File: config.mk
export PLATFORM = sky130hd
export DESIGN_NAME = mips64_branch_resolve_core
export DESIGN_NICKNAME = d
export VERILOG_FILES = /design/src/m64br_pkg.sv /design/src/m64br_decode.sv /design/src/m64br_exec.sv /design/src/mips64_branch_resolve_core.sv
export SDC_FILE = /design/constraint.sdc
export NUM_CORES = 1
export LEC_CHECK = 0
export ABC_AREA = 1
export BUFFER_PORTS_ARGS = -buffer_cell sky130_fd_sc_hd__buf_2
export CAP_MARGIN = 5
export CORE_ASPECT_RATIO = 1.2
export CORE_MARGIN = 4
export CORE_UTILIZATION = 30
export CTS_CLUSTER_DIAMETER = 40
export CTS_CLUSTER_SIZE = 24
export DETAILED_ROUTE_END_ITERATION = 8
export PLACE_DENSITY = 0.51
export SLEW_MARGIN = 20
export SYNTH_ARGS = -nofsm -noshare
export SYNTH_HDL_FRONTEND = slang
export SYNTH_SLANG_ARGS = --single-unit
File: constraint.sdc
create_clock -name i_clk -period 6.34 [get_ports i_clk]
set_input_delay 0.951 -clock i_clk [delete_from_list [all_inputs] [get_ports i_clk]]
set_output_delay 0.951 -clock i_clk [all_outputs]
set_load 0.01 [all_outputs]
File: src/m64br_pkg.sv
// Shared types and codes for the MIPS64 branch resolve core.
package m64br_pkg;

    typedef enum logic [4:0] {
        OP_BEQ     = 5'd0,
        OP_BNE     = 5'd1,
        OP_BLEZ    = 5'd2,
        OP_BGTZ    = 5'd3,
        OP_BEQL    = 5'd4,
        OP_BNEL    = 5'd5,
        OP_BLEZL   = 5'd6,
        OP_BGTZL   = 5'd7,
        OP_BLTZ    = 5'd8,
        OP_BGEZ    = 5'd9,
        OP_BLTZL   = 5'd10,
        OP_BGEZL   = 5'd11,
        OP_BGEZAL  = 5'd12,
        OP_BGEZALL = 5'd13,
        OP_J       = 5'd14,
        OP_JAL     = 5'd15,
        OP_JR      = 5'd16,
        OP_JALR    = 5'd17
    } t_op;

    typedef enum logic [2:0] {
        COND_EQ  = 3'd0,
        COND_NE  = 3'd1,
        COND_LEZ = 3'd2,
        COND_GTZ = 3'd3,
        COND_LTZ = 3'd4,
        COND_GEZ = 3'd5
    } t_cond;

    typedef enum logic [1:0] {
        CLS_NONE = 2'd0,
        CLS_REL  = 2'd1,
        CLS_JUMP = 2'd2,
        CLS_JREG = 2'd3
    } t_cls;

    localparam logic [4:0]  RA_REG   = 5'd31;
    localparam logic [31:0] LINK_INC = 32'd4;

    typedef struct packed {
        logic [4:0]         opcode;
        logic [63:0]        delay_slot_pc;
        logic signed [63:0] rs_value;
        logic signed [63:0] rt_value;
        logic [15:0]        immediate;
        logic [25:0]        jump_index;
        logic [4:0]         link_dest;
    } t_cmd;

    typedef struct packed {
        logic        taken;
        logic [63:0] target_address;
        logic        nullify_slot;
        logic        link_write;
        logic [4:0]  link_reg;
        logic [63:0] link_value;
        logic        address_error;
    } t_res;

    // decode stage to execute stage
    typedef struct packed {
        t_cls        cls;
        t_cond       cond;
        logic        likely;
        logic        link_write;
        logic [4:0]  link_reg;
        logic        rs_eq_rt;
        logic        rs_neg;
        logic        rs_zero;
        logic        rs_misal;
        logic [63:0] rs;
        logic [31:0] pc_hi;
        logic [3:0]  pc_region_lo;
        logic [31:0] rel_lo;
        logic        rel_carry;
        logic        off_sign;
        logic [31:0] link_lo;
        logic        link_carry;
        logic [25:0] jump_index;
    } t_s1;

    // execute stage to output stage
    typedef struct packed {
        t_cls        cls;
        logic        cond_met;
        logic        likely;
        logic        link_write;
        logic [4:0]  link_reg;
        logic [63:0] rel_target;
        logic [63:0] jump_target;
        logic [63:0] link_addr;
        logic [63:0] rs;
        logic        rs_misal;
    } t_s2;

endpackage

File: src/m64br_decode.sv
// Stage 1: opcode decode, operand compares and low halves of the address adds.
module m64br_decode import m64br_pkg::*; (
    input  logic i_clk,
    input  logic i_rst_n,
    input  logic i_valid,
    input  t_cmd i_cmd,
    output logic o_valid,
    output t_s1  o_s1
);

    logic        r_valid;
    t_s1         r_s1;
    t_s1         n_s1;
    logic [31:0] off_lo;
    logic [32:0] rel_sum;
    logic [32:0] link_sum;

    always_comb begin
        off_lo   = {{14{i_cmd.immediate[15]}}, i_cmd.immediate, 2'b00};
        rel_sum  = {1'b0, i_cmd.delay_slot_pc[31:0]} + {1'b0, off_lo};
        link_sum = {1'b0, i_cmd.delay_slot_pc[31:0]} + {1'b0, LINK_INC};

        n_s1              = '0;
        n_s1.cls          = CLS_REL;
        n_s1.cond         = COND_EQ;
        n_s1.rs_eq_rt     = (i_cmd.rs_value == i_cmd.rt_value);
        n_s1.rs_neg       = i_cmd.rs_value[63];
        n_s1.rs_zero      = (i_cmd.rs_value == '0);
        n_s1.rs_misal     = |i_cmd.rs_value[1:0];
        n_s1.rs           = i_cmd.rs_value;
        n_s1.pc_hi        = i_cmd.delay_slot_pc[63:32];
        n_s1.pc_region_lo = i_cmd.delay_slot_pc[31:28];
        n_s1.rel_lo       = rel_sum[31:0];
        n_s1.rel_carry    = rel_sum[32];
        n_s1.off_sign     = i_cmd.immediate[15];
        n_s1.link_lo      = link_sum[31:0];
        n_s1.link_carry   = link_sum[32];
        n_s1.jump_index   = i_cmd.jump_index;

        case (t_op'(i_cmd.opcode))
            OP_BEQ:     n_s1.cond = COND_EQ;
            OP_BNE:     n_s1.cond = COND_NE;
            OP_BLEZ:    n_s1.cond = COND_LEZ;
            OP_BGTZ:    n_s1.cond = COND_GTZ;
            OP_BEQL: begin
                n_s1.cond   = COND_EQ;
                n_s1.likely = 1'b1;
            end
            OP_BNEL: begin
                n_s1.cond   = COND_NE;
                n_s1.likely = 1'b1;
            end
            OP_BLEZL: begin
                n_s1.cond   = COND_LEZ;
                n_s1.likely = 1'b1;
            end
            OP_BGTZL: begin
                n_s1.cond   = COND_GTZ;
                n_s1.likely = 1'b1;
            end
            OP_BLTZ:    n_s1.cond = COND_LTZ;
            OP_BGEZ:    n_s1.cond = COND_GEZ;
            OP_BLTZL: begin
                n_s1.cond   = COND_LTZ;
                n_s1.likely = 1'b1;
            end
            OP_BGEZL: begin
                n_s1.cond   = COND_GEZ;
                n_s1.likely = 1'b1;
            end
            OP_BGEZAL: begin
                n_s1.cond       = COND_GEZ;
                n_s1.link_write = 1'b1;
                n_s1.link_reg   = RA_REG;
            end
            OP_BGEZALL: begin
                n_s1.cond       = COND_GEZ;
                n_s1.likely     = 1'b1;
                n_s1.link_write = 1'b1;
                n_s1.link_reg   = RA_REG;
            end
            OP_J:       n_s1.cls = CLS_JUMP;
            OP_JAL: begin
                n_s1.cls        = CLS_JUMP;
                n_s1.link_write = 1'b1;
                n_s1.link_reg   = RA_REG;
            end
            OP_JR:      n_s1.cls = CLS_JREG;
            OP_JALR: begin
                n_s1.cls        = CLS_JREG;
                n_s1.link_write = 1'b1;
                n_s1.link_reg   = i_cmd.link_dest;
            end
            default:    n_s1.cls = CLS_NONE;
        endcase
    end

    always_ff @(posedge i_clk) begin
        if (!i_rst_n) begin
            r_valid <= 1'b0;
        end else begin
            r_valid <= i_valid;
        end
    end

    always_ff @(posedge i_clk) begin
        r_s1 <= n_s1;
    end

    assign o_valid = r_valid;
    assign o_s1    = r_s1;

endmodule

File: src/m64br_exec.sv
// Stage 2: condition evaluation, upper halves of the address adds, jump target.
module m64br_exec import m64br_pkg::*; (
    input  logic i_clk,
    input  logic i_rst_n,
    input  logic i_valid,
    input  t_s1  i_s1,
    output logic o_valid,
    output t_s2  o_s2
);

    logic        r_valid;
    t_s2         r_s2;
    t_s2         n_s2;
    logic        cond_met;
    logic [31:0] rel_hi;
    logic [31:0] link_hi;

    always_comb begin
        case (i_s1.cond)
            COND_EQ:  cond_met = i_s1.rs_eq_rt;
            COND_NE:  cond_met = !i_s1.rs_eq_rt;
            COND_LEZ: cond_met = i_s1.rs_neg || i_s1.rs_zero;
            COND_GTZ: cond_met = !i_s1.rs_neg && !i_s1.rs_zero;
            COND_LTZ: cond_met = i_s1.rs_neg;
            COND_GEZ: cond_met = !i_s1.rs_neg;
            default:  cond_met = 1'b0;
        endcase

        rel_hi  = i_s1.pc_hi + {32{i_s1.off_sign}} + {31'd0, i_s1.rel_carry};
        link_hi = i_s1.pc_hi + {31'd0, i_s1.link_carry};

        n_s2.cls         = i_s1.cls;
        n_s2.cond_met    = cond_met;
        n_s2.likely      = i_s1.likely;
        n_s2.link_write  = i_s1.link_write;
        n_s2.link_reg    = i_s1.link_reg;
        n_s2.rel_target  = {rel_hi, i_s1.rel_lo};
        n_s2.jump_target = {i_s1.pc_hi, i_s1.pc_region_lo, i_s1.jump_index, 2'b00};
        n_s2.link_addr   = {link_hi, i_s1.link_lo};
        n_s2.rs          = i_s1.rs;
        n_s2.rs_misal    = i_s1.rs_misal;
    end

    always_ff @(posedge i_clk) begin
        if (!i_rst_n) begin
            r_valid <= 1'b0;
        end else begin
            r_valid <= i_valid;
        end
    end

    always_ff @(posedge i_clk) begin
        r_s2 <= n_s2;
    end

    assign o_valid = r_valid;
    assign o_s2    = r_s2;

endmodule

File: src/mips64_branch_resolve_core.sv
// Top level of the MIPS64 branch resolve core: pipeline and result register.
//
// Resolves one MIPS64 branch or jump per transfer. A command is taken on every
// clock edge with start high; busy is always low, so a new command can follow
// in every cycle. Each result appears on o_result, marked by o_done, once its
// command has passed the decode and compare, execute and output register
// stages. Results leave in command order and must be taken when shown,
// the core has no way to hold them.
module mips64_branch_resolve_core import m64br_pkg::*; (
    input  logic i_clk,
    input  logic i_rst_n,
    input  logic start,
    output logic busy,
    input  t_cmd i_cmd,
    output logic o_done,
    output t_res o_result
);

    logic s1_valid;
    t_s1  s1;
    logic s2_valid;
    t_s2  s2;
    logic r_done;
    t_res r_result;
    t_res n_result;

    m64br_decode u_decode (
        .i_clk   (i_clk),
        .i_rst_n (i_rst_n),
        .i_valid (start),
        .i_cmd   (i_cmd),
        .o_valid (s1_valid),
        .o_s1    (s1)
    );

    m64br_exec u_exec (
        .i_clk   (i_clk),
        .i_rst_n (i_rst_n),
        .i_valid (s1_valid),
        .i_s1    (s1),
        .o_valid (s2_valid),
        .o_s2    (s2)
    );

    always_comb begin
        n_result            = '0;
        n_result.link_write = s2.link_write;
        n_result.link_reg   = s2.link_reg;
        n_result.link_value = s2.link_write ? s2.link_addr : '0;
        case (s2.cls)
            CLS_REL: begin
                n_result.taken          = s2.cond_met;
                n_result.target_address = s2.rel_target;
                n_result.nullify_slot   = s2.likely && !s2.cond_met;
            end
            CLS_JUMP: begin
                n_result.taken          = 1'b1;
                n_result.target_address = s2.jump_target;
            end
            CLS_JREG: begin
                n_result.taken          = !s2.rs_misal;
                n_result.target_address = s2.rs;
                n_result.address_error  = s2.rs_misal;
            end
            default: n_result = '0;
        endcase
    end

    always_ff @(posedge i_clk) begin
        if (!i_rst_n) begin
            r_done <= 1'b0;
        end else begin
            r_done <= s2_valid;
        end
    end

    always_ff @(posedge i_clk) begin
        r_result <= n_result;
    end

    assign busy     = 1'b0;
    assign o_done   = r_done;
    assign o_result = r_result;

endmodule
==> out/results.txt <==
CTS sink cnt: 609
CP required: 6.82 ns
Register area share after synthesis: 57.18%
Fin crit share: 41.25%
Inserted Clock Buffers: 78
Status: complete, no violations
Vias: 16.69k
R2R depth: 13
Routed len/inst: 17.21 um
Clock Skew: 0.03067 ns
Layout cells sized above 1: 19.06%
RSZ-0062 raised after global routing: no
Via-per-instance ratio: 4.243
Cells after DPL: 3,789
Final setup vio count: 0
PnR worst setup slack: 3.725 ns
DR pass1 iterations: 5
Clock Latency Late Sink: 0.61 ns
R2R setup slack: 3.72 ns
Design area: 27,070 sq um
Clk root buf: clkbuf_16
Yosys synthesis warning count: 0
Worst Hold End: u_exec.o_s2[33]$_DFF_P_
LEAKAGE: 13.65 nW
WHS Path Cells: 0
Top cell type by total area after synthesis: dfxtp_1
# port buffers: 384
Starting Density: 30.45%
CTS H-tree lvls: 3
Reg clk slew, reported paths: 0.06 ns
Die width: 251.4 um
Setup TNS: 0 ns
Placement Setup Slack: 3.531 ns
Initial DRC Count: 600
Placer Congestion: 0.9211
First-pass GRT wire length: 100,000 um
Min Clock Period, post-route: 2.615 ns
# DRC: 0
Antenna violations before repair: 4
Max-slew headroom: 37.83%
Vias in the first global route: 16.96k
Power per cell area: 359.4 nW/um^2
Gr ovfl total: 0
Top cell type's share of synthesized area: 57.18%
Cts repair resizes: 0
R2r startpoint: u_decode.o_s1[59]$_DFF_P_
Startpoint Class: register
Clock Path Buffers: 3
Final Hold Fails: 0
Hold Path Class: register to register
Critical Setup Path Class: register to register
Final HPWL DP: 53,490 um
# Post-CTS Setup Buffers: 0
Full die area: 75,430 sq um
Cell Area, Placed: 24,350 sq um
Synth area leaders: dfxtp_1, nand2_1, inv_1
CTS Hold Bufs: 0
Crit path arrival time: 3.10 ns
Mapped Cells: 2,509
Pin count of the biggest net entering global routing: 66
Io pins: 386
Synth Cell Area: 21,320 sq um
Mean post-synth cell area: 8.499 sq um
TritonCTS clock tree: built
DIE HEIGHT: 300.1 um
Post-Syn Nets: 2,822
Post-Layout Cell Count: 3,933
Max_cap viols: 0
Util after Layout: 38.66%
Leading cell type in the layout, fill and taps excluded: nand2_1
Netlist cell types: 44
R2r endpoint: u_exec.o_s2[253]$_DFF_P_
Row cnt: 106
Largest fanout on the critical path: 33
Layout area overhead: 26.96%
Final net count: 3,264
Worst Max-Slew Pin Slew: 0.9325 ns
Final Max Slew Viols: 0
FFs w/ async S/R, synth: 0%
Core area: 70,030 sq um
Worst VDD drop: 205.9 uV
Main synth FF type: dfxtp_1
#FFs+latches synth: 609
Routed wire length: 67,700 um
Worst setup startpoint: u_decode.o_s1[59]$_DFF_P_
HP Start: u_decode.o_s1[161]$_DFF_P_
Fmax: 382.4 MHz
Number of flops mapped to enable cells by yosys: 0
Commonest non-fill, non-tap cells in the layout: nand2_1, dfxtp_1, buf_2
GRT Resource Usage Total: 17.59%
CP endpoint kind: register
DRT antenna net count: 0
-- through the flow --
stage | hold slack, ns | total power [W]
4_1_cts | 0.3112 | 0.009897
6_report | 0.3124 | 0.009728
3_3_place_gp | 0.3099 | 0.005346
5_1_grt | 0.3198 | 0.01019
2_1_floorplan | 0.3096 | 0.004862
3_5_place_dp | 0.3121 | 0.005344
-- cells by family after synthesis --
| group | share of synthesized area (%) |
|---|---|
| xor gates and xnor gates | 5.751 |
| buffers and inverters | 6.613 |
| other | 0.01759 |
| AOI/OAI and AO/OA | 1.714 |
| muxes | 0.04694 |
| DFF | 57.18 |
| and+or+nand+nor | 24.70 |
| adders and majority gates | 3.978 |
-- registers in the layout (all words and copies together) (netlist names) --
signal,flops
u_decode.o_s1,206
u_exec.o_valid,1
o_result,137
u_exec.o_s2,263
o_done,1
u_decode.o_valid,1
-- report_power, final --
group	leakage, nW	switching [W]	internal [W]
Sequential	5.10	0.000130	0.00416
Clock	1.32	0.00189	0.00259
Combinational	7.23	0.000608	0.000342
-- critical path, cell delays in order, from the launching register on --
cell and delay [ns]:
dfxtp_1 0.30, buf_4 0.26, fa_1 0.55, fa_1 0.47, nand3_1 0.11, nand3_1 0.10, nand2_1 0.07, nand2_1 0.12
nand2_1 0.09, nand2_1 0.13, nand2_1 0.12, nand2_1 0.05, nand2_1 0.05, nand2_1 0.04
-- routing by layer --
layer  global-route usage (%)  vias to the layer above  part of all wire, %
met2                    33.52                      420                   53
met3                    3.737                      115                  5.2
met5                        0                        -                0.019
met1                    19.21                     7538                   39
li1                         -                     8612                    -
met4                    5.959                        2                  3.1
-- cell type report --
cell class                      instances  area [sq um]
Antenna cell                            3         7.507
Timing Repair Buffer                  392          1982
Sequential cell                       609         12190
Inverter                              340          1277
Multi-Input combinational cell       1530          7747
Tap cell                              918          1149
Fill cell                            7344         42960
Clock inverter                         54         658.1
Clock buffer                           87          2058
-- Yosys cell counts, types with 13 or more instances --
library cell / count
a21oi_1: 43
buf_2: 13
dfxtp_1: 609
ha_1: 63
inv_1: 336
nand2_1: 773
nand3_1: 145
nand4_1: 23
nor2_1: 225
nor3_1: 33
nor4_1: 15
xnor2_1: 71
xor2_1: 69
-- worst max path at each step --
stage / endpoint / slack [ns]
6_report: u_exec.o_s2[253]$_DFF_P_ / 3.72
4_1_cts: u_exec.o_s2[253]$_DFF_P_ / 3.69
3_3_place_gp: u_decode.o_s1[91]$_DFF_P_ / 3.53
2_1_floorplan: u_exec.o_s2[253]$_DFF_P_ / 3.85
5_1_grt: u_exec.o_s2[245]$_DFF_P_ / 3.49
3_5_place_dp: u_decode.o_s1[83]$_DFF_P_ / 3.53
No activity file was read; power rests on OpenSTA's default activity.
